<file path="src/rtl/atu_pkg.sv">
// ----------------------------------------------------------------------------
// atu_pkg
// Shared types and constants of the alarm table unit: operation and status
// codes, field widths and the query item that walks the cell chain.
// ----------------------------------------------------------------------------
package atu_pkg;

   localparam int OP_W     = 2;
   localparam int ID_W     = 32;
   localparam int SEV_W    = 3;
   localparam int STATUS_W = 2;
   localparam int TOTAL_W  = 5;

   typedef enum logic [OP_W-1:0] {
      OP_RAISE = 2'd0,
      OP_ACK   = 2'd1,
      OP_CLEAR = 2'd2
   } op_type;

   typedef enum logic [STATUS_W-1:0] {
      ST_OK      = 2'd0,
      ST_INVALID = 2'd1,
      ST_FULL    = 2'd2
   } status_type;

   typedef struct packed {
      logic              valid;
      op_type            op;
      logic [ID_W-1:0]   alarm_id;
      logic [SEV_W-1:0]  severity;
      logic              sev_ok;
      logic              found;
      logic              appended;
   } query_type;

endpackage

</file>
<file path="src/rtl/atu_if.sv">
// ----------------------------------------------------------------------------
// atu_req_if / atu_rsp_if
// Valid/ready channels of the alarm table unit.
// ----------------------------------------------------------------------------
interface atu_req_if import atu_pkg::*; ();
   logic             valid;
   logic             ready;
   logic [OP_W-1:0]  operation;
   logic [ID_W-1:0]  alarm_id;
   logic [SEV_W-1:0] severity;

   modport source (output valid, operation, alarm_id, severity, input ready);
   modport sink   (input valid, operation, alarm_id, severity, output ready);
endinterface

interface atu_rsp_if import atu_pkg::*; ();
   logic                valid;
   logic                ready;
   logic [STATUS_W-1:0] status;
   logic [TOTAL_W-1:0]  active_total;
   logic [TOTAL_W-1:0]  stored_total;

   modport source (output valid, status, active_total, stored_total, input ready);
   modport sink   (input valid, status, active_total, stored_total, output ready);
endinterface

</file>
<file path="src/rtl/atu_cell.sv">
// ----------------------------------------------------------------------------
// atu_cell
// One table entry. A query item passes through the cell's register: the cell
// matches the id, applies the operation, takes an append when it is the
// first free slot, and adds its active flag to the running count.
// ----------------------------------------------------------------------------
module atu_cell import atu_pkg::*; #(
   parameter int INDEX = 0,
   parameter int CW    = 5
) (
   input  logic          clock,
   input  logic          reset,
   input  query_type     up_q,
   input  logic [CW-1:0] up_cnt,
   input  logic [CW-1:0] count,
   output query_type     dn_q,
   output logic [CW-1:0] dn_cnt
);

   logic [ID_W-1:0]  id_ff, id_in;
   logic [SEV_W-1:0] sev_ff, sev_in;
   logic             active_ff, active_in;
   logic             acked_ff, acked_in;
   query_type        q_ff, q_in;
   logic [CW-1:0]    cnt_ff, cnt_in;
   logic             stored, slot_free, hit, append;

   always_comb begin
      stored    = CW'(INDEX) < count;
      slot_free = CW'(INDEX) == count;
      hit       = up_q.valid && stored && !up_q.found && (up_q.alarm_id == id_ff);
      append    = up_q.valid && slot_free && !up_q.found &&
                  (up_q.op == OP_RAISE) && up_q.sev_ok;

      id_in     = id_ff;
      sev_in    = sev_ff;
      active_in = active_ff;
      acked_in  = acked_ff;
      q_in      = up_q;

      if (hit) begin
         q_in.found = 1'b1;
         case (up_q.op)
            OP_RAISE: begin
               if (up_q.sev_ok) begin
                  active_in = 1'b1;
                  sev_in    = up_q.severity;
               end
            end
            OP_ACK:   acked_in  = 1'b1;
            OP_CLEAR: active_in = 1'b0;
            default: ;
         endcase
      end

      if (append) begin
         id_in         = up_q.alarm_id;
         sev_in        = up_q.severity;
         active_in     = 1'b1;
         acked_in      = 1'b0;
         q_in.found    = 1'b1;
         q_in.appended = 1'b1;
      end

      cnt_in = up_cnt + CW'((stored || append) && active_in);
   end

   always_ff @(posedge clock) begin
      id_ff  <= id_in;
      sev_ff <= sev_in;
      cnt_ff <= cnt_in;
      if (reset) begin
         active_ff <= 1'b0;
         acked_ff  <= 1'b0;
         q_ff      <= '0;
      end else begin
         active_ff <= active_in;
         acked_ff  <= acked_in;
         q_ff      <= q_in;
      end
   end

   assign dn_q   = q_ff;
   assign dn_cnt = cnt_ff;

endmodule

</file>
<file path="src/rtl/alarm_table_unit.sv">
// ----------------------------------------------------------------------------
// alarm_table_unit
// Append-only alarm table built as a chain of entry cells.
//
//   channel   dir   handshake          payload
//   req_ch    in    valid / ready      operation, alarm_id, severity
//   rsp_ch    out   valid / ready      status, active_total, stored_total
//
// An item walks the chain one cell per cycle and its result is registered
// after the last cell; no new item is taken until the previous result has
// left the holding register for the output register. One item is in the chain
// at a time; a finished result waits in the output register while the next
// item runs. Synchronous reset empties the table at once. A stalled result
// holds the next finished one in a holding register, and the input, until it
// drains.
// ----------------------------------------------------------------------------
module alarm_table_unit import atu_pkg::*; #(
   parameter int MAX_ENTRIES      = 16,
   parameter int HIGHEST_SEVERITY = 4
) (
   input logic       clock,
   input logic       reset,
   atu_req_if.sink   req_ch,
   atu_rsp_if.source rsp_ch
);

   localparam int CW = $clog2(MAX_ENTRIES + 1);

   query_type     q   [0:MAX_ENTRIES];
   logic [CW-1:0] cnt [0:MAX_ENTRIES];

   logic [CW-1:0]       count_ff, count_in;
   logic                busy_ff, busy_in;
   logic                done_valid_ff, done_valid_in;
   status_type          done_status_ff, done_status_in;
   logic [TOTAL_W-1:0]  done_active_ff, done_active_in;
   logic [TOTAL_W-1:0]  done_stored_ff, done_stored_in;
   logic                rsp_valid_ff, rsp_valid_in;
   status_type          rsp_status_ff, rsp_status_in;
   logic [TOTAL_W-1:0]  rsp_active_ff, rsp_active_in;
   logic [TOTAL_W-1:0]  rsp_stored_ff, rsp_stored_in;
   logic                accept, move;
   query_type           tail;

   assign req_ch.ready = !busy_ff;
   assign accept       = req_ch.valid && !busy_ff;

   always_comb begin
      q[0].valid    = accept;
      q[0].op       = op_type'(req_ch.operation);
      q[0].alarm_id = req_ch.alarm_id;
      q[0].severity = req_ch.severity;
      q[0].sev_ok   = req_ch.severity <= SEV_W'(HIGHEST_SEVERITY);
      q[0].found    = 1'b0;
      q[0].appended = 1'b0;
      cnt[0]        = '0;
   end

   for (genvar k = 0; k < MAX_ENTRIES; k++) begin : g_cell
      atu_cell #(
         .INDEX (k),
         .CW    (CW)
      ) u_cell (
         .clock  (clock),
         .reset  (reset),
         .up_q   (q[k]),
         .up_cnt (cnt[k]),
         .count  (count_ff),
         .dn_q   (q[k+1]),
         .dn_cnt (cnt[k+1])
      );
   end

   assign tail = q[MAX_ENTRIES];
   assign move = done_valid_ff && (!rsp_valid_ff || rsp_ch.ready);

   always_comb begin
      count_in       = count_ff;
      busy_in        = busy_ff;
      done_valid_in  = done_valid_ff;
      done_status_in = done_status_ff;
      done_active_in = done_active_ff;
      done_stored_in = done_stored_ff;
      rsp_valid_in   = rsp_valid_ff;
      rsp_status_in  = rsp_status_ff;
      rsp_active_in  = rsp_active_ff;
      rsp_stored_in  = rsp_stored_ff;

      if (accept) begin
         busy_in = 1'b1;
      end

      if (rsp_valid_ff && rsp_ch.ready) begin
         rsp_valid_in = 1'b0;
      end

      if (move) begin
         rsp_valid_in  = 1'b1;
         rsp_status_in = done_status_ff;
         rsp_active_in = done_active_ff;
         rsp_stored_in = done_stored_ff;
         done_valid_in = 1'b0;
         busy_in       = 1'b0;
      end

      if (tail.valid) begin
         count_in       = count_ff + CW'(tail.appended);
         done_valid_in  = 1'b1;
         done_active_in = TOTAL_W'(cnt[MAX_ENTRIES]);
         done_stored_in = TOTAL_W'(count_in);
         case (tail.op)
            OP_RAISE: begin
               if (!tail.sev_ok) begin
                  done_status_in = ST_INVALID;
               end else if (tail.found) begin
                  done_status_in = ST_OK;
               end else begin
                  done_status_in = ST_FULL;
               end
            end
            OP_ACK, OP_CLEAR: done_status_in = tail.found ? ST_OK : ST_INVALID;
            default:          done_status_in = ST_INVALID;
         endcase
      end
   end

   always_ff @(posedge clock) begin
      done_status_ff <= done_status_in;
      done_active_ff <= done_active_in;
      done_stored_ff <= done_stored_in;
      rsp_status_ff  <= rsp_status_in;
      rsp_active_ff  <= rsp_active_in;
      rsp_stored_ff  <= rsp_stored_in;
      if (reset) begin
         count_ff      <= '0;
         busy_ff       <= 1'b0;
         done_valid_ff <= 1'b0;
         rsp_valid_ff  <= 1'b0;
      end else begin
         count_ff      <= count_in;
         busy_ff       <= busy_in;
         done_valid_ff <= done_valid_in;
         rsp_valid_ff  <= rsp_valid_in;
      end
   end

   assign rsp_ch.valid        = rsp_valid_ff;
   assign rsp_ch.status       = rsp_status_ff;
   assign rsp_ch.active_total = rsp_active_ff;
   assign rsp_ch.stored_total = rsp_stored_ff;

endmodule

</file>
<file path="src/flat_wrapper.sv">
// flat-port wrapper written by rule: the top's interface ports become plain ports
module alarm_table_unit_flat import atu_pkg::*;
#(
   parameter int MAX_ENTRIES      = 16,
   parameter int HIGHEST_SEVERITY = 4
)
  (clock, reset, req_ch_valid, req_ch_operation, req_ch_alarm_id, req_ch_severity, req_ch_ready, rsp_ch_valid, rsp_ch_status, rsp_ch_active_total, rsp_ch_stored_total, rsp_ch_ready);
  atu_req_if req_ch_i ();
  atu_rsp_if rsp_ch_i ();
  input logic clock;
  input logic reset;
  input wire logic [$bits(req_ch_i.valid)-1:0] req_ch_valid;
  input wire logic [$bits(req_ch_i.operation)-1:0] req_ch_operation;
  input wire logic [$bits(req_ch_i.alarm_id)-1:0] req_ch_alarm_id;
  input wire logic [$bits(req_ch_i.severity)-1:0] req_ch_severity;
  output wire logic [$bits(req_ch_i.ready)-1:0] req_ch_ready;
  output wire logic [$bits(rsp_ch_i.valid)-1:0] rsp_ch_valid;
  output wire logic [$bits(rsp_ch_i.status)-1:0] rsp_ch_status;
  output wire logic [$bits(rsp_ch_i.active_total)-1:0] rsp_ch_active_total;
  output wire logic [$bits(rsp_ch_i.stored_total)-1:0] rsp_ch_stored_total;
  input wire logic [$bits(rsp_ch_i.ready)-1:0] rsp_ch_ready;
  assign req_ch_i.valid = req_ch_valid;
  assign req_ch_i.operation = req_ch_operation;
  assign req_ch_i.alarm_id = req_ch_alarm_id;
  assign req_ch_i.severity = req_ch_severity;
  assign req_ch_ready = req_ch_i.ready;
  assign rsp_ch_valid = rsp_ch_i.valid;
  assign rsp_ch_status = rsp_ch_i.status;
  assign rsp_ch_active_total = rsp_ch_i.active_total;
  assign rsp_ch_stored_total = rsp_ch_i.stored_total;
  assign rsp_ch_i.ready = rsp_ch_ready;
  alarm_table_unit #(.MAX_ENTRIES(MAX_ENTRIES), .HIGHEST_SEVERITY(HIGHEST_SEVERITY)) u_core (.clock(clock), .reset(reset), .req_ch(req_ch_i), .rsp_ch(rsp_ch_i));
endmodule
</file>
<file path="config.mk">
export PLATFORM = sky130hd
export DESIGN_NAME = alarm_table_unit_flat
export DESIGN_NICKNAME = d
export VERILOG_FILES = /design/src/rtl/atu_pkg.sv /design/src/rtl/atu_if.sv /design/src/rtl/atu_cell.sv /design/src/rtl/alarm_table_unit.sv /design/src/flat_wrapper.sv
export SDC_FILE = /design/constraint.sdc
export NUM_CORES = 2
export LEC_CHECK = 0
export BUFFER_PORTS_ARGS = -buffer_cell sky130_fd_sc_hd__clkbuf_2
export CAP_MARGIN = 20
export CORE_MARGIN = 10
export CORE_UTILIZATION = 30
export DETAILED_ROUTE_END_ITERATION = 10
export MAX_ROUTING_LAYER = met4
export SLEW_MARGIN = 20
export SYNTH_ARGS = -nofsm -noshare
export SYNTH_HDL_FRONTEND = slang
export SYNTH_SLANG_ARGS = --single-unit
</file>
<file path="constraint.sdc">
create_clock -name clock -period 7 [get_ports clock]
set_input_delay 0.7 -clock clock [delete_from_list [all_inputs] [get_ports clock]]
set_output_delay 0.7 -clock clock [all_outputs]
set_load 0.01 [all_outputs]
</file>
==> qor.yml <==
status:
  status: "finished, final reports clean"
synthesis:
  ys_warn_count: 0
  yosys.area.top_type: "edfxtp_1"
  post-synth-top-area-fraction_pct: 38.8
  yosys-top-cells-area: "edfxtp_1 39%, dfxtp_1 32%, nor2b_1 8.4%, xnor2_1 7.1%, xor2_1 4.3%"
  netlist-cell-type-count: 58
  synth-xor-area-share_pct: 11.4
  async_reset_ff_share_pct: 0
  yosysMostFrequentCell: "dfxtp_1"
  synth_mux_area_share_pct: 0.0724
  synth_compound_gate_area_share_pct: 1.65
  ys_seq_area_share_pct: 71.1
  syn_area_per_cell_sq_um: 14.0
  syn_nets: 3031
  synthTopCellsByCount: "670 x dfxtp_1, 554 x nor2b_1, 536 x edfxtp_1, 337 x xnor2_1, 202 x xor2_1"
  netlist_instances: 2957
  synth_top_family_by_area: "simple AND/OR/NAND/NOR gates"
  ys.flop_type: "dfxtp_1"
  synth_seq_cells: 1206
  synth_fa_ha_area_share_pct: 0.995
  synth_edf_count: 536
  yosys.area_share.simple_pct: 13.8
  netlist_area_sq_mm: 0.0415
cts:
  path_clk_slew_ns: 0.06
  tritoncts: "built"
  cts_setup_buffers: 0
  clk_latency_ns: 0.73
  cts_buffer_depth: 3
  clock-sinks: 1206
  hold_buffers: 0
  cts_resized: 0
  htree_levels: 3
  cts_buffers: 115
  cts_root_buffer: "clkbuf_16"
power:
  ir_drop_v: 0.000234
  cellLeakagePower_nw: 17.5
  p_per_area_mw_per_mm2: 286
floorplanning:
  core-area_sq_mm: 0.137
  num_rows: 136
  initial_core_util_pct: 30.2
  die-area_sq_mm: 0.154
  die_w_microns: 392
  ios: 55
  fp.dieH_microns: 392
sta:
  relSlewSlack_pct: 10.5
  final_max_slew_viol_count: 0
  min_period_ns: 3.31
  whs_ns: 0.185
  worstMarginPinSlew_ns: 1.34
  rsz0062_at_grt: "no"
  fmax_mhz: 302
  skew_ns: 0.0590
  hold_viol_final: 0
  final.period_utilization_pct: 47.3
  final-setup-viol-count: 0
  fin_tns_setup_ns: 0
setup_path:
  worstPathRequired_ns: 7.60
  critPathSlowestCell: "dfxtp_1"
  crit_arrival_ns: 3.91
  path_common_cell: "ha_1"
  worstSetupPathType: "register to register"
  path_max_fanout: 18
  path_cells: "a31oi_1, a2111o_1, nor4_1, nand4_1, nor3b_1, o21ai_0, ha_1, ha_1, xor2_1"
  cp-start-kind: "register"
  cpPeakStageDelay_ns: 0.82
  cp-end-kind: "register"
drt:
  wl_per_cell_microns: 15.9
  drc: 0
  drt_first_pass_iters: 4
  wirelength_mm: 79.2
  drt_first_iter_violations: 1061
  vias: 20700
  antenna_violating_nets_post_route: 0
  via_per_inst: 4.17
global_route:
  grt_pass1_vias: 21200
  grt_overflow: 0
  grt_max_degree: 216
  grt_pass1_wl_mm: 123
  antenna_found_initial: 0
  grt_use_total_pct: 10.5
layout:
  fillers: 13300
  area_growth_pct: 15.2
  seq_area_sq_mm: 0.0295
  drive_gt1_share_pct: 8.64
  antennaDiodeCount: 0
  multi_input_area_sq_mm: 0.0117
  fin_nets: 3146
place:
  hpwl_mm: 54.8
  io_buffers: 54
  gp_congestion: 0.757
hold_path:
  min_path_type: "input port to register"
run:
  cap_violations: 0
kinds of logic after synthesis:
logic type,count (synthesis)
buf+inv,101
simple gates,974
compound gates,101
fa+ha+maj,33
flops,1206
xor+xnor,539
mux,3
flip-flops by register name, indices dropped and copies added, names as in the netlist:
| name | flops |
|---|---|
| u_core.count_ff | 5 |
| u_core.done_stored_ff | 5 |
| u_core.g_cell.u_cell.active_ff | 16 |
| u_core.done_status_ff | 2 |
| u_core.rsp_ch.valid | 1 |
| u_core.g_cell.u_cell.dn_q | 576 |
| u_core.g_cell.u_cell.id_ff | 512 |
| u_core.done_active_ff | 5 |
| u_core.done_valid_ff | 1 |
| u_core.busy_ff | 1 |
| u_core.rsp_ch.status | 2 |
| u_core.rsp_ch.stored_total | 5 |
| u_core.rsp_ch.active_total | 5 |
| u_core.g_cell.u_cell.dn_cnt | 70 |
final timing paths:
check	start	endpoint	depth (start not counted)	slack, ns
setup / recovery	u_core.count_ff[2]$_SDFFE_PP0P_	u_core.g_cell[13].u_cell.dn_cnt[2]$_DFF_P_	9	3.69
hold / removal	req_ch_alarm_id[18]	u_core.g_cell[0].u_cell.id_ff[18]$_DFFE_PP_	1	0.19
setup reg to reg	u_core.count_ff[2]$_SDFFE_PP0P_	u_core.g_cell[13].u_cell.dn_cnt[2]$_DFF_P_	9	3.69
hold reg to reg	u_core.g_cell[15].u_cell.dn_cnt[3]$_DFF_P_	u_core.done_active_ff[3]$_DFFE_PP_	0	0.40
worst max-delay path, delay by kind of cell (launching register included):
| kind | cells | cell delay (ns) |
|---|---|---|
| simple gates | 3 | 0.82 |
| flops | 1 | 0.82 |
| compound gates | 3 | 0.94 |
| xor+xnor | 1 | 0.17 |
| fa+ha+maj | 2 | 0.44 |
metrics by stage:
stage                     util, %  instances  cell area [sq um]  setup WS, ns  total power, mW
final                        34.8       4965              47800          3.69             13.7
after global placement       32.0       4748              44000          3.79             7.69
after detailed placement     32.0       4748              44000          3.74             7.69
after CTS                    34.7       4964              47800          3.73             13.9
after global routing         34.8       4965              47800          3.49             14.2
after floorplan                 -       2957              41500          1.51             7.63
metal layers:
metal,GRT usage (%),share of wire (%),up-vias
li1,-,-,10300
met2,18.1,50,218
met5,-,0,-
met4,3.24,2.6,0
met3,2.04,2.9,131
met1,12.4,44,10000
layout by cell type, fill, tap and decap left out, drive strengths merged, types with 9 or more instances in the layout:
cell and instances:
nand2 35, dfxtp 670, xor2 202, edfxtp 536
nand2b 21, nor4 65, nor2 92, a21oi 25
nor3 33, o21ai 17, ha 33, nand4 85
clkinv 36, xnor2 337, nand3 46, buf 21
inv 31, clkbuf 219, nor3b 11, nor2b 554
o21bai 9
power breakdown:
group | total (mW) | switching (mW) | internal (mW)
Clock | 6.13 | 2.64 | 3.49
Combinational | 0.152 | 0.0952 | 0.0568
Sequential | 7.38 | 0.0368 | 7.34
Total | 13.7 | 2.78 | 10.9
layout make-up:
cell class	count	area share [%]
repair buffers	74	0.995
multi-input cells	1650	24.4
clock inverters	50	1.04
inverters	25	0.196
clock buffers	166	6.93
flip-flops and latches	1206	61.7
well taps	1794	4.70
(Power assumes the default switching activity.)
